--- src/rtl/core/gbr_pkg.sv ---
// Shared types, constants and helpers for the Gaussian blur row pass.
`default_nettype none
package gbr_pkg;

  localparam int MAX_RADIUS = 5;
  localparam int NUM_TAPS   = 2 * MAX_RADIUS + 1;
  localparam int TAP_W      = $clog2(NUM_TAPS);
  localparam int RAD_W      = 3;
  localparam int SEEN_W     = 3;
  localparam int CNT_W      = 4;
  localparam int WEIGHT_W   = 16;
  localparam int NUM_WEIGHTS = MAX_RADIUS + 1;
  localparam int CH_W       = 8;
  localparam int PROD_W     = WEIGHT_W + CH_W;
  localparam int GROUP_SIZE = 4;
  localparam int NUM_GROUPS = (NUM_TAPS + GROUP_SIZE - 1) / GROUP_SIZE;
  localparam int PART_W     = CH_W + $clog2(GROUP_SIZE);
  localparam int SUM_W      = CH_W + $clog2(NUM_TAPS + 1);
  localparam int ADDR_W     = 5;
  localparam int DATA_W     = 32;

  localparam logic [SEEN_W-1:0] SEEN_MAX = 3'd7;
  localparam logic [CH_W-1:0]   CH_MAX   = 8'd255;

  localparam logic [RAD_W-1:0]    RADIUS_RST = 3'd1;
  localparam logic [WEIGHT_W-1:0] W_CENTER_RST = 16'd34213;
  localparam logic [WEIGHT_W-1:0] W_DIST1_RST  = 16'd15664;

  typedef enum logic [2:0] {
    REG_RADIUS   = 3'd0,
    REG_W_CENTER = 3'd1,
    REG_W_DIST1  = 3'd2,
    REG_W_DIST2  = 3'd3,
    REG_W_DIST3  = 3'd4,
    REG_W_DIST4  = 3'd5,
    REG_W_DIST5  = 3'd6
  } cfg_reg_e;

  typedef enum logic {
    ST_ROW   = 1'b0,
    ST_FLUSH = 1'b1
  } ctrl_state_e;

  typedef struct packed {
    logic [CH_W-1:0] red;
    logic [CH_W-1:0] green;
    logic [CH_W-1:0] blue;
  } pixel_t;

  typedef logic [NUM_WEIGHTS-1:0][WEIGHT_W-1:0] weights_t;
  typedef logic [2:0][CH_W-1:0] terms_t;
  typedef terms_t [NUM_TAPS-1:0] tap_terms_t;

  // window update control from sequencer to cell chain
  typedef struct packed {
    logic load;        // window advances this cycle
    logic fill;        // first pixel of row: every cell takes it
    logic from_input;  // cell 0 shifts in the input pixel (else repeats itself)
  } win_ctl_t;

  // tag riding along with a window snapshot down the pipe
  typedef struct packed {
    logic valid;
    logic done;
  } stage_tag_t;

  typedef struct packed {
    logic [CH_W-1:0] red;
    logic [CH_W-1:0] green;
    logic [CH_W-1:0] blue;
    logic            row_done;
  } result_t;

  function automatic logic [RAD_W-1:0] eff_radius(input logic [RAD_W-1:0] r);
    eff_radius = (r > RAD_W'(MAX_RADIUS)) ? RAD_W'(MAX_RADIUS) : r;
  endfunction

endpackage
`default_nettype wire

--- src/rtl/core/gbr_tap_cell.sv ---
// One window cell: holds a pixel, passes it on, and forms its weighted tap terms.
`default_nettype none
module gbr_tap_cell (
  input  logic                       clk_i,
  input  logic [gbr_pkg::TAP_W-1:0]  tap_idx_i,
  input  logic [gbr_pkg::RAD_W-1:0]  radius_i,
  input  gbr_pkg::weights_t          weights_i,
  input  logic                       load_i,
  input  logic                       fill_i,
  input  gbr_pkg::pixel_t            fill_px_i,
  input  gbr_pkg::pixel_t            shift_px_i,
  input  logic                       prod_en_i,
  output gbr_pkg::pixel_t            px_o,
  output gbr_pkg::terms_t            terms_o
);
  import gbr_pkg::*;

  pixel_t              px_q;
  terms_t              terms_q;
  terms_t              terms_d;
  logic [TAP_W-1:0]    r_ext;
  logic [TAP_W-1:0]    tap_dist;
  logic                in_use;
  logic [WEIGHT_W-1:0] w;
  logic [PROD_W-1:0]   prod_r;
  logic [PROD_W-1:0]   prod_g;
  logic [PROD_W-1:0]   prod_b;

  always_ff @(posedge clk_i) begin
    if (load_i) begin
      px_q <= fill_i ? fill_px_i : shift_px_i;
    end
  end

  // distance from the window center, taps beyond 2R drop out
  always_comb begin
    r_ext    = TAP_W'(radius_i);
    tap_dist = (tap_idx_i >= r_ext) ? (tap_idx_i - r_ext) : (r_ext - tap_idx_i);
    in_use   = (tap_idx_i <= {r_ext[TAP_W-2:0], 1'b0});
    w        = '0;
    if (in_use && (tap_dist < TAP_W'(NUM_WEIGHTS))) begin
      w = weights_i[tap_dist[$clog2(NUM_WEIGHTS)-1:0]];
    end
    prod_r = PROD_W'(w) * PROD_W'(px_q.red);
    prod_g = PROD_W'(w) * PROD_W'(px_q.green);
    prod_b = PROD_W'(w) * PROD_W'(px_q.blue);
    terms_d[0] = prod_r[PROD_W-1:WEIGHT_W];
    terms_d[1] = prod_g[PROD_W-1:WEIGHT_W];
    terms_d[2] = prod_b[PROD_W-1:WEIGHT_W];
  end

  always_ff @(posedge clk_i) begin
    if (prod_en_i) begin
      terms_q <= terms_d;
    end
  end

  assign px_o    = px_q;
  assign terms_o = terms_q;

endmodule
`default_nettype wire

--- config.mk ---
export PLATFORM = sky130hd
export DESIGN_NAME = gbr_tap_cell
export DESIGN_NICKNAME = d
export VERILOG_FILES = /design/src/rtl/core/gbr_pkg.sv /design/src/rtl/core/gbr_tap_cell.sv
export SDC_FILE = /design/constraint.sdc
export NUM_CORES = 1
export LEC_CHECK = 0
export BUFFER_PORTS_ARGS = -buffer_cell sky130_fd_sc_hd__buf_2
export CAP_MARGIN = 20
export CORE_ASPECT_RATIO = 1.2
export CORE_UTILIZATION = 23
export DETAILED_ROUTE_END_ITERATION = 10
export HOLD_SLACK_MARGIN = 0.06
export SYNTH_ARGS = -nofsm -noshare
export SYNTH_HDL_FRONTEND = slang
export SYNTH_SLANG_ARGS = --single-unit
--- constraint.sdc ---
create_clock -name clk_i -period 7.92 [get_ports clk_i]
set_clock_uncertainty 0.2 [all_clocks]
set_input_delay 0.396 -clock clk_i [delete_from_list [all_inputs] [get_ports clk_i]]
set_output_delay 0.396 -clock clk_i [all_outputs]
set_load 0.02 [all_outputs]
==> results of run 1 <==
[state kept, by name (all words and copies together), names as in the netlist]
register and cells:
terms_o 24, px_o 24
[routing by layer]
layer	GRT usage [%]	wire length (microns)	up-vias	part of all wire, %
met5	0	0	-	0
met2	22.8	19300	165	53
met4	2.76	585	0	1.6
met3	1.78	1160	27	3.2
li1	-	-	4942	-
met1	15.2	15400	5469	42
[where the power goes]
group | total [W] | leakage (nW) | internal, W | switching (W)
clock network | 0.000239 | 0.0716 | 0.000117 | 0.000121
logic | 0.00181 | 7.94 | 0.000786 | 0.00102
registers | 0.000421 | 0.485 | 0.000347 | 0.0000742
[worst max path at each step]
stage	from	slack [ns]	cells after the start	endpoint
after floorplan	tap_idx_i[0]	0.60	28	terms_o[6]
after global placement	tap_idx_i[0]	0.06	29	terms_o[15]
after detailed placement	tap_idx_i[0]	-0.008	29	terms_o[15]
after CTS	tap_idx_i[0]	0.34	27	terms_o[6]
after global routing	tap_idx_i[0]	0.07	29	terms_o[15]
final	tap_idx_i[0]	0.48	31	terms_o[15]
[Yosys cell counts, types with 3 or more instances]
cell / n
sky130_fd_sc_hd__a211o_1: 3
sky130_fd_sc_hd__clkbuf_1: 61
sky130_fd_sc_hd__nand4_1: 5
sky130_fd_sc_hd__a21o_1: 19
sky130_fd_sc_hd__fa_1: 251
sky130_fd_sc_hd__ha_1: 132
sky130_fd_sc_hd__mux2_2: 40
sky130_fd_sc_hd__o21ai_0: 12
sky130_fd_sc_hd__or3_1: 3
sky130_fd_sc_hd__nor3_1: 12
sky130_fd_sc_hd__inv_1: 275
sky130_fd_sc_hd__nand2_1: 76
sky130_fd_sc_hd__nand3_1: 11
sky130_fd_sc_hd__a31oi_1: 5
sky130_fd_sc_hd__nor2_1: 41
sky130_fd_sc_hd__mux4_2: 14
sky130_fd_sc_hd__a211oi_1: 4
sky130_fd_sc_hd__and2_1: 319
sky130_fd_sc_hd__and3_1: 3
sky130_fd_sc_hd__mux2i_1: 5
sky130_fd_sc_hd__a22oi_1: 15
sky130_fd_sc_hd__a31o_2: 3
sky130_fd_sc_hd__o21a_1: 3
sky130_fd_sc_hd__xnor2_1: 15
sky130_fd_sc_hd__a21oi_1: 25
sky130_fd_sc_hd__o21bai_1: 3
sky130_fd_sc_hd__edfxtp_1: 48
sky130_fd_sc_hd__xor2_1: 6
[critical path: cells and delay by family]
kind,cells,cell delay [ns]
AND/OR/NAND/NOR,4,1.08
buffers and inverters,9,0.92
multiplexers,1,0.33
AO/OA/AOI/OAI,9,1.71
XOR/XNOR,1,0.10
adder cells (fa/ha/maj),7,2.78
[kinds of logic after synthesis]
| group | share of synthesized area (%) |
|---|---|
| AO/OA/AOI/OAI | 6.03 |
| XOR/XNOR | 1.31 |
| flip-flops | 10.3 |
| adder cells (fa/ha/maj) | 47.6 |
| AND/OR/NAND/NOR | 19.5 |
| multiplexers | 5.93 |
| buffers and inverters | 9.28 |
[area by class of cell]
type / count / area (sq um)
clock inverter: 3 / 17.5
sequential: 48 / 1440
tap: 800 / 1000
clock buffer: 5 / 125
multi-input combinational: 1066 / 11300
inverter: 275 / 1030
antenna: 1 / 2.50
fill: 6347 / 43600
timing repair buffer: 254 / 1430
[per-stage QoR]
step                      total power (W)  hold WS, ns
final                             0.00247        0.163
after global routing              0.00281        0.147
after CTS                         0.00253        0.136
after detailed placement          0.00226        0.500
after global placement            0.00222        0.500
after floorplan                   0.00170        0.308
==> flow_summary.toml, run 1 <==
[synth]
net_count_synth = 1994
synth.yosys.warnings = 0
synth_seq_area_share_pct = 10.3
edff_count_synth = 48
synth.top_cells.by_area = "sky130_fd_sc_hd__fa_1 (36%), sky130_fd_sc_hd__and2_1 (14%), sky130_fd_sc_hd__ha_1 (12%)"
post_synth_instance_area_sq_um = 14000
postSynthCellCount = 1456
synthDominantAreaCellType = "sky130_fd_sc_hd__fa_1"
yosys_most_used_dff = "sky130_fd_sc_hd__edfxtp_1"
synth_top_area_share_pct = 35.9
synth_area_per_cell_sq_um = 9.63
synth_cell_types = 66
async_reset_ff_share_pct = 0
ys_seq_elements = 48

[sta]
setup_total_negative_slack_ns = 0
report.final.slew_viol_count = 0
max_slew.worst_pin.slew_ns = 0.972
setup_violations = 0
max_freq_mhz = 134
final_min_period_over_clock_period_pct = 94.0
post_route_worst_setup_slack_ns = 0.475
hold_violations = 0
timing.final.crit_period_ns = 7.44
grt_setup_unrepaired = "false"
slew_headroom_pct = 35.1

[routing]
routedWlPerCell_microns = 14.9
wl_microns = 36400
firstDrtPassIters = 4
num_vias = 10603
route.detailed.drc = 0
drtAntennaViolNets = 0
initialDrtViolationCount = 305
route.detailed.vias_per_inst = 4.32

[floorplan]
initial_core_util_pct = 23.4
die_width_microns = 227
core_region_area_sq_um = 60000
std_cell_rows = 98
dieArea_sq_um = 61900
boundary_pins = 203
fp.dieH_microns = 272

[job]
drv.max_cap_violation_count = 0

[min_path]
hold_path_startpoint = "fill_px_i[13]"
min_delay_worst_endpoint = "px_o[13]"
timing.hold.worst.class = "input port to flip-flop"
min_delay_path_depth = 2

[final_layout]
fin_nets = 2188
postLayoutCoreUtil_pct = 27.2
post-route-cell-area_sq_um = 16300
stdcell_count = 2452
syn_to_final_growth_pct = 16.5
final_layout_size_suffix_gt1_share_pct = 20.2
layout.cells.most_common = "sky130_fd_sc_hd__and2_1"
layout.cells.most_common_list = "sky130_fd_sc_hd__and2_1 (319), sky130_fd_sc_hd__inv_1 (275), sky130_fd_sc_hd__fa_1 (251), sky130_fd_sc_hd__buf_2 (202), sky130_fd_sc_hd__ha_1 (132)"

[critical_path]
cp-start-kind = "input port"
ff_to_ff_path_depth = 17
regToRegStartpoint = "px_o[19]"
type_of_destination_of_the_critical_path = "flip-flop"
worst_ep_arrival_time_ns = 7.33
cp_max_fo = 16
worstPathRequired_ns = 7.81
crit_type = "input port to flip-flop"
worst-r2r-setup-slack_ns = 2.35
rr_endpoint = "terms_o[6]"
critPathMaxStageDelay_ns = 0.60
worst_path_max_delay_cell = "sky130_fd_sc_hd__nor2_1"

[clocking]
ctsResizeCount = 0
clk_transition_reported_paths_ns = 0.08
cts_tree = "done"
clockBufferDepth = 2
insertion_delay_ns = 0.33
post_cts_hold_buffers = 0
inserted_clock_buffers = 5
clock_tree.root_cell = "sky130_fd_sc_hd__clkbuf_16"
post-cts-setup-buffers = 0
cts_sinks = 48
cts.htree.levels = 2

[placement]
placed_cells = 2442
post-dp-hpwl_microns = 29500
buffer_ports.inserted = 202
detailedPlace.worstSlack_ns = -0.00845
placement.cell_area_sq_um = 16200
place.gp.congestion = 0.821

[global_route]
first_global_vias = 11754
overflow = 0
grt_pass1_wl_microns = 60700
grt_antenna_before_repair = 0
groute.usage.overall_pct = 12.5
grt_max_degree = 35

[outcome]
status = "finished clean"

[power_and_ir_drop]
power.density_cell_area_nw_per_um2 = 151
power.static_leakage_nw = 8.50
power.ir.vdd_worst_mv = 0.0839
No activity file was read; power rests on OpenSTA's default activity.
==> run 2, diff against run 1 <==
Settings changed: ABC_AREA set to 0, RECOVER_POWER set to 50.
==> run 2 against run 1 <==
The run now ends with capacitance limit, slew limit left. Die area unchanged. Sequential cell count unchanged. Largest cell class unchanged. Critical path type unchanged. Non-clock buffer count unchanged. Design area about the same. Cell count unchanged. Total power about the same. Core utilization about the same.
==> flow_summary.toml, run 2 (synthesized netlist as in run 1, its figures left out) <==
[outcome]
status = "finished, violations left"
violations = "capacitance limit, slew limit"

[sta]
timing.final.crit_period_ns = 7.47
report.final.slew_viol_count = 49
setup_violations = 0
max_slew.worst_pin.slew_ns = 1.64
hold_violations = 0
final_min_period_over_clock_period_pct = 94.3
slew_headroom_pct = -9.55
max_freq_mhz = 134
grt_setup_unrepaired = "false"
setup_total_negative_slack_ns = 0

[clocking]
inserted_clock_buffers = 5
cts_sinks = 48
post-cts-setup-buffers = 0
clock_tree.root_cell = "sky130_fd_sc_hd__clkbuf_16"
cts.htree.levels = 2
cts_tree = "done"
post_cts_hold_buffers = 0
clk_transition_reported_paths_ns = 0.08
clockBufferDepth = 2
insertion_delay_ns = 0.33
ctsResizeCount = 0

[global_route]
overflow = 0
grt_max_degree = 35
groute.usage.overall_pct = 12.5
grt_antenna_before_repair = 0
grt_pass1_wl_microns = 60700
first_global_vias = 11754

[routing]
routedWlPerCell_microns = 14.9
route.detailed.vias_per_inst = 4.33
wl_microns = 36400
firstDrtPassIters = 4
initialDrtViolationCount = 320
drtAntennaViolNets = 0
route.detailed.drc = 0
num_vias = 10628

[placement]
place.gp.congestion = 0.821
placement.cell_area_sq_um = 16200
post-dp-hpwl_microns = 29500
buffer_ports.inserted = 202

[critical_path]
crit_type = "input port to flip-flop"
cpLargestDelayFamily = "adder cells"
rr_endpoint = "terms_o[6]"
cp-start-kind = "input port"
worst_ep_arrival_time_ns = 7.36
cp_max_fo = 16
worst_path_max_delay_cell = "sky130_fd_sc_hd__nor2_1"
ff_to_ff_path_depth = 17
type_of_destination_of_the_critical_path = "flip-flop"
critPathMaxStageDelay_ns = 0.62
worstPathRequired_ns = 7.81
worst-r2r-setup-slack_ns = 2.35
regToRegStartpoint = "px_o[18]"
critPathBufInv = 9

[power_and_ir_drop]
power.ir.vdd_worst_mv = 0.0839
power.density_cell_area_nw_per_um2 = 151
power.static_leakage_nw = 8.49

[floorplan]
fp.dieH_microns = 272
boundary_pins = 203
initial_core_util_pct = 23.4
dieArea_sq_um = 61900
die_width_microns = 227
core_region_area_sq_um = 60000
std_cell_rows = 98

[min_path]
hold_path_startpoint = "fill_px_i[13]"
timing.hold.worst.class = "input port to flip-flop"
min_delay_path_depth = 2
min_delay_worst_endpoint = "px_o[13]"

[final_layout]
layout.cells.most_common_list = "sky130_fd_sc_hd__and2_1 (319), sky130_fd_sc_hd__inv_1 (275), sky130_fd_sc_hd__fa_1 (251), sky130_fd_sc_hd__buf_2 (199), sky130_fd_sc_hd__ha_1 (132)"
post-route-cell-area_sq_um = 16300
syn_to_final_growth_pct = 16.5
final_layout_size_suffix_gt1_share_pct = 19.9
layout.cells.most_common = "sky130_fd_sc_hd__and2_1"
fin_nets = 2188

[job]
drv.max_cap_violation_count = 2
-- run 2: changes by cell type in the layout (fill, tap and decap cells not counted), sizes merged --
cell | before | now
buf | 254 | 251
clkbuf | 5 | 8
-- run 2: metal layers --
metal | global-route usage (%) | up-vias | routed length (microns)
met5 | 0 | - | 0
met4 | 2.76 | 0 | 585
met3 | 1.78 | 27 | 1220
met2 | 22.8 | 172 | 19300
met1 | 15.2 | 5487 | 15300
li1 | - | 4942 | -
-- run 2: report_power, final --
part | internal (W) | total (W) | switching (W)
clock | 0.000117 | 0.000239 | 0.000121
sequential | 0.000348 | 0.000422 | 0.0000743
combinational | 0.000786 | 0.00181 | 0.00102
total | 0.00125 | 0.00247 | 0.00122
-- run 2: per-stage QoR --
stage               setup WS, ns  total power [W]  cells  hold WS, ns  util (%)
CTS                        0.344          0.00253   2450        0.136      27.2
floorplan                  0.603          0.00170   1456        0.308         -
detailed placement      -0.00845          0.00226   2442        0.500      27.0
global route              0.0654          0.00281   2451        0.147      27.2
finish                     0.451          0.00247   2452        0.164      27.2
global placement          0.0608          0.00222   2442        0.500      27.0
-- run 2: layout make-up --
type                       count  area [sq um]
inverter                     275          1030
timing repair buffer         254          1420
tap                          800          1000
multi-input combinational   1066         11300
sequential                    48          1440
clock inverter                 3          17.5
clock buffer                   5           125
fill                        6349         43600
antenna                        1          2.50
-- run 2: how the worst max path moves through the flow --
stage                       startpoint           to  slack (ns)  cells past startpoint
after floorplan           tap_idx_i[0]   terms_o[6]        0.60                     28
after global placement    tap_idx_i[0]  terms_o[15]        0.06                     29
after detailed placement  tap_idx_i[0]  terms_o[15]      -0.008                     29
after CTS                 tap_idx_i[0]   terms_o[6]        0.34                     27
after global routing      tap_idx_i[0]  terms_o[15]        0.07                     29
final                     tap_idx_i[0]  terms_o[15]        0.45                     31
==> run 3, diff against run 2 <==
Clock period 7.92 ns to 9.17 ns, I/O delays scaled along.
==> run 3 against run 2 <==
The run still ends with capacitance limit, slew limit left. Via count is 0.24% lower. Combinational power is 15% lower. Clock-buffer cell count is the same. Clock power grew 8%. Critical path type unchanged. Highest routed layer unchanged.
==> flow_summary.toml, run 3 (synthesized netlist as in run 1, its figures left out) <==
[final_layout]
layout.cells.most_common_list = "sky130_fd_sc_hd__and2_1 (319), sky130_fd_sc_hd__inv_1 (275), sky130_fd_sc_hd__fa_1 (251), sky130_fd_sc_hd__buf_2 (199), sky130_fd_sc_hd__ha_1 (132)"
fin_nets = 2157
syn_to_final_growth_pct = 15.0
final_layout_size_suffix_gt1_share_pct = 18.2
layout.cells.most_common = "sky130_fd_sc_hd__and2_1"
postLayoutCoreUtil_pct = 26.9
stdcell_count = 2419
n_antenna_cell = 0

[routing]
drtAntennaViolNets = 0
routedWlPerCell_microns = 15.3
route.detailed.drc = 0
firstDrtPassIters = 4
initialDrtViolationCount = 376
route.detailed.vias_per_inst = 4.38
wl_microns = 37000
num_vias = 10603

[floorplan]
core_region_area_sq_um = 60000
initial_core_util_pct = 23.4
fp.dieH_microns = 272
die_width_microns = 227
dieArea_sq_um = 61900
boundary_pins = 203
std_cell_rows = 98

[critical_path]
worst_ep_arrival_time_ns = 7.72
worstPathRequired_ns = 9.14
cp_max_fo = 24
critPathMaxStageDelay_ns = 0.67
crit_type = "input port to flip-flop"
cp-start-kind = "input port"
type_of_destination_of_the_critical_path = "flip-flop"
worst_path_max_delay_cell = "sky130_fd_sc_hd__nor2_1"
ff_to_ff_path_depth = 17
crit_path_frequent_cell = "sky130_fd_sc_hd__fa_1"

[clocking]
clockBufferDepth = 2
ctsResizeCount = 0
inserted_clock_buffers = 5
clk_transition_reported_paths_ns = 0.08
insertion_delay_ns = 0.33
post-cts-setup-buffers = 0
post_cts_hold_buffers = 0
cts_sinks = 48
cts_tree = "done"
clock_tree.root_cell = "sky130_fd_sc_hd__clkbuf_16"
cts.htree.levels = 2

[power_and_ir_drop]
cell_internal_pwr_w = 0.00110
power.sequential.fraction_pct = 17.1
power.static_leakage_nw = 8.35
comb_power_share_pct = 71.0
power_w = 0.00215
power.ir.vdd_worst_mv = 0.0812
power.switching_fraction_pct = 48.9
power.density_cell_area_nw_per_um2 = 133
p_clk_share_pct = 11.9
switching_power_of_the_nets_w = 0.00105

[global_route]
grt_pass1_wl_microns = 60800
groute.usage.overall_pct = 12.6
grt_max_degree = 36
grt_antenna_before_repair = 0
overflow = 0
first_global_vias = 11672

[sta]
slew_headroom_pct = -19.0
max_slew.worst_pin.slew_ns = 1.79
max_freq_mhz = 129
setup_total_negative_slack_ns = 0
final_min_period_over_clock_period_pct = 84.6
grt_setup_unrepaired = "false"
report.final.slew_viol_count = 25
setup_violations = 0
timing.final.crit_period_ns = 7.76
hold_violations = 0

[outcome]
violations = "capacitance limit, slew limit"
status = "finished, violations left"

[placement]
buffer_ports.inserted = 202
placed_cells = 2411
place.gp.congestion = 0.801
post-dp-hpwl_microns = 29300

[min_path]
timing.hold.worst.class = "input port to flip-flop"
min_delay_path_depth = 2

[job]
drv.max_cap_violation_count = 1
-- run 3: final cells by class --
cell class | count | area, sq um
fill | 6347 | 43800
multi-input combinational | 1066 | 11300
sequential | 48 | 1440
timing repair buffer | 223 | 1170
inverter | 275 | 1030
tap | 800 | 1000
clock buffer | 5 | 125
clock inverter | 2 | 60.1
-- run 3: power by group through the flow --
stage | combinational (W) | sequential, W | clock [W]
5_1_grt | 0.00177 | 0.000376 | 0.000277
2_1_floorplan | 0.00109 | 0.000374 | 0
4_1_cts | 0.00156 | 0.000369 | 0.000274
3_5_place_dp | 0.00154 | 0.000371 | 0
6_report | 0.00153 | 0.000367 | 0.000257
3_3_place_gp | 0.00149 | 0.000372 | 0
-- run 3: final timing paths --
check                      from         end  slack (ns)
hold / removal    shift_px_i[5]     px_o[5]        0.22
setup / recovery   tap_idx_i[0]  terms_o[6]        1.41
setup reg to reg       px_o[19]  terms_o[6]        3.42
hold reg to reg        px_o[17]  terms_o[2]        1.31
-- run 3: per-stage QoR --
step / setup WS (ns) / cell area [sq um] / hold slack, ns
after global routing: 1.04 / 16100 / 0.218
after global placement: 1.05 / 15900 / 0.563
after CTS: 1.26 / 16100 / 0.202
after floorplan: 1.79 / 14000 / 0.371
after detailed placement: 0.887 / 15900 / 0.564
final: 1.41 / 16100 / 0.225
-- run 3: per-layer routing --
| layer | GRT usage [%] | wire [microns] | vias to the layer above |
|---|---|---|---|
| met5 | 0 | 0 | - |
| met4 | 3.36 | 679 | 0 |
| met3 | 1.62 | 1260 | 38 |
| met2 | 23.0 | 19600 | 230 |
| met1 | 15.2 | 15400 | 5468 |
| li1 | - | - | 4867 |
-- run 3: worst max-delay path, delay by kind of cell --
family,cells,cell delay (ns)
AOI/OAI and AO/OA,9,1.61
buffers and inverters,6,0.56
muxes,1,0.41
and+or+nand+nor,6,1.81
adders and majority gates,7,2.86
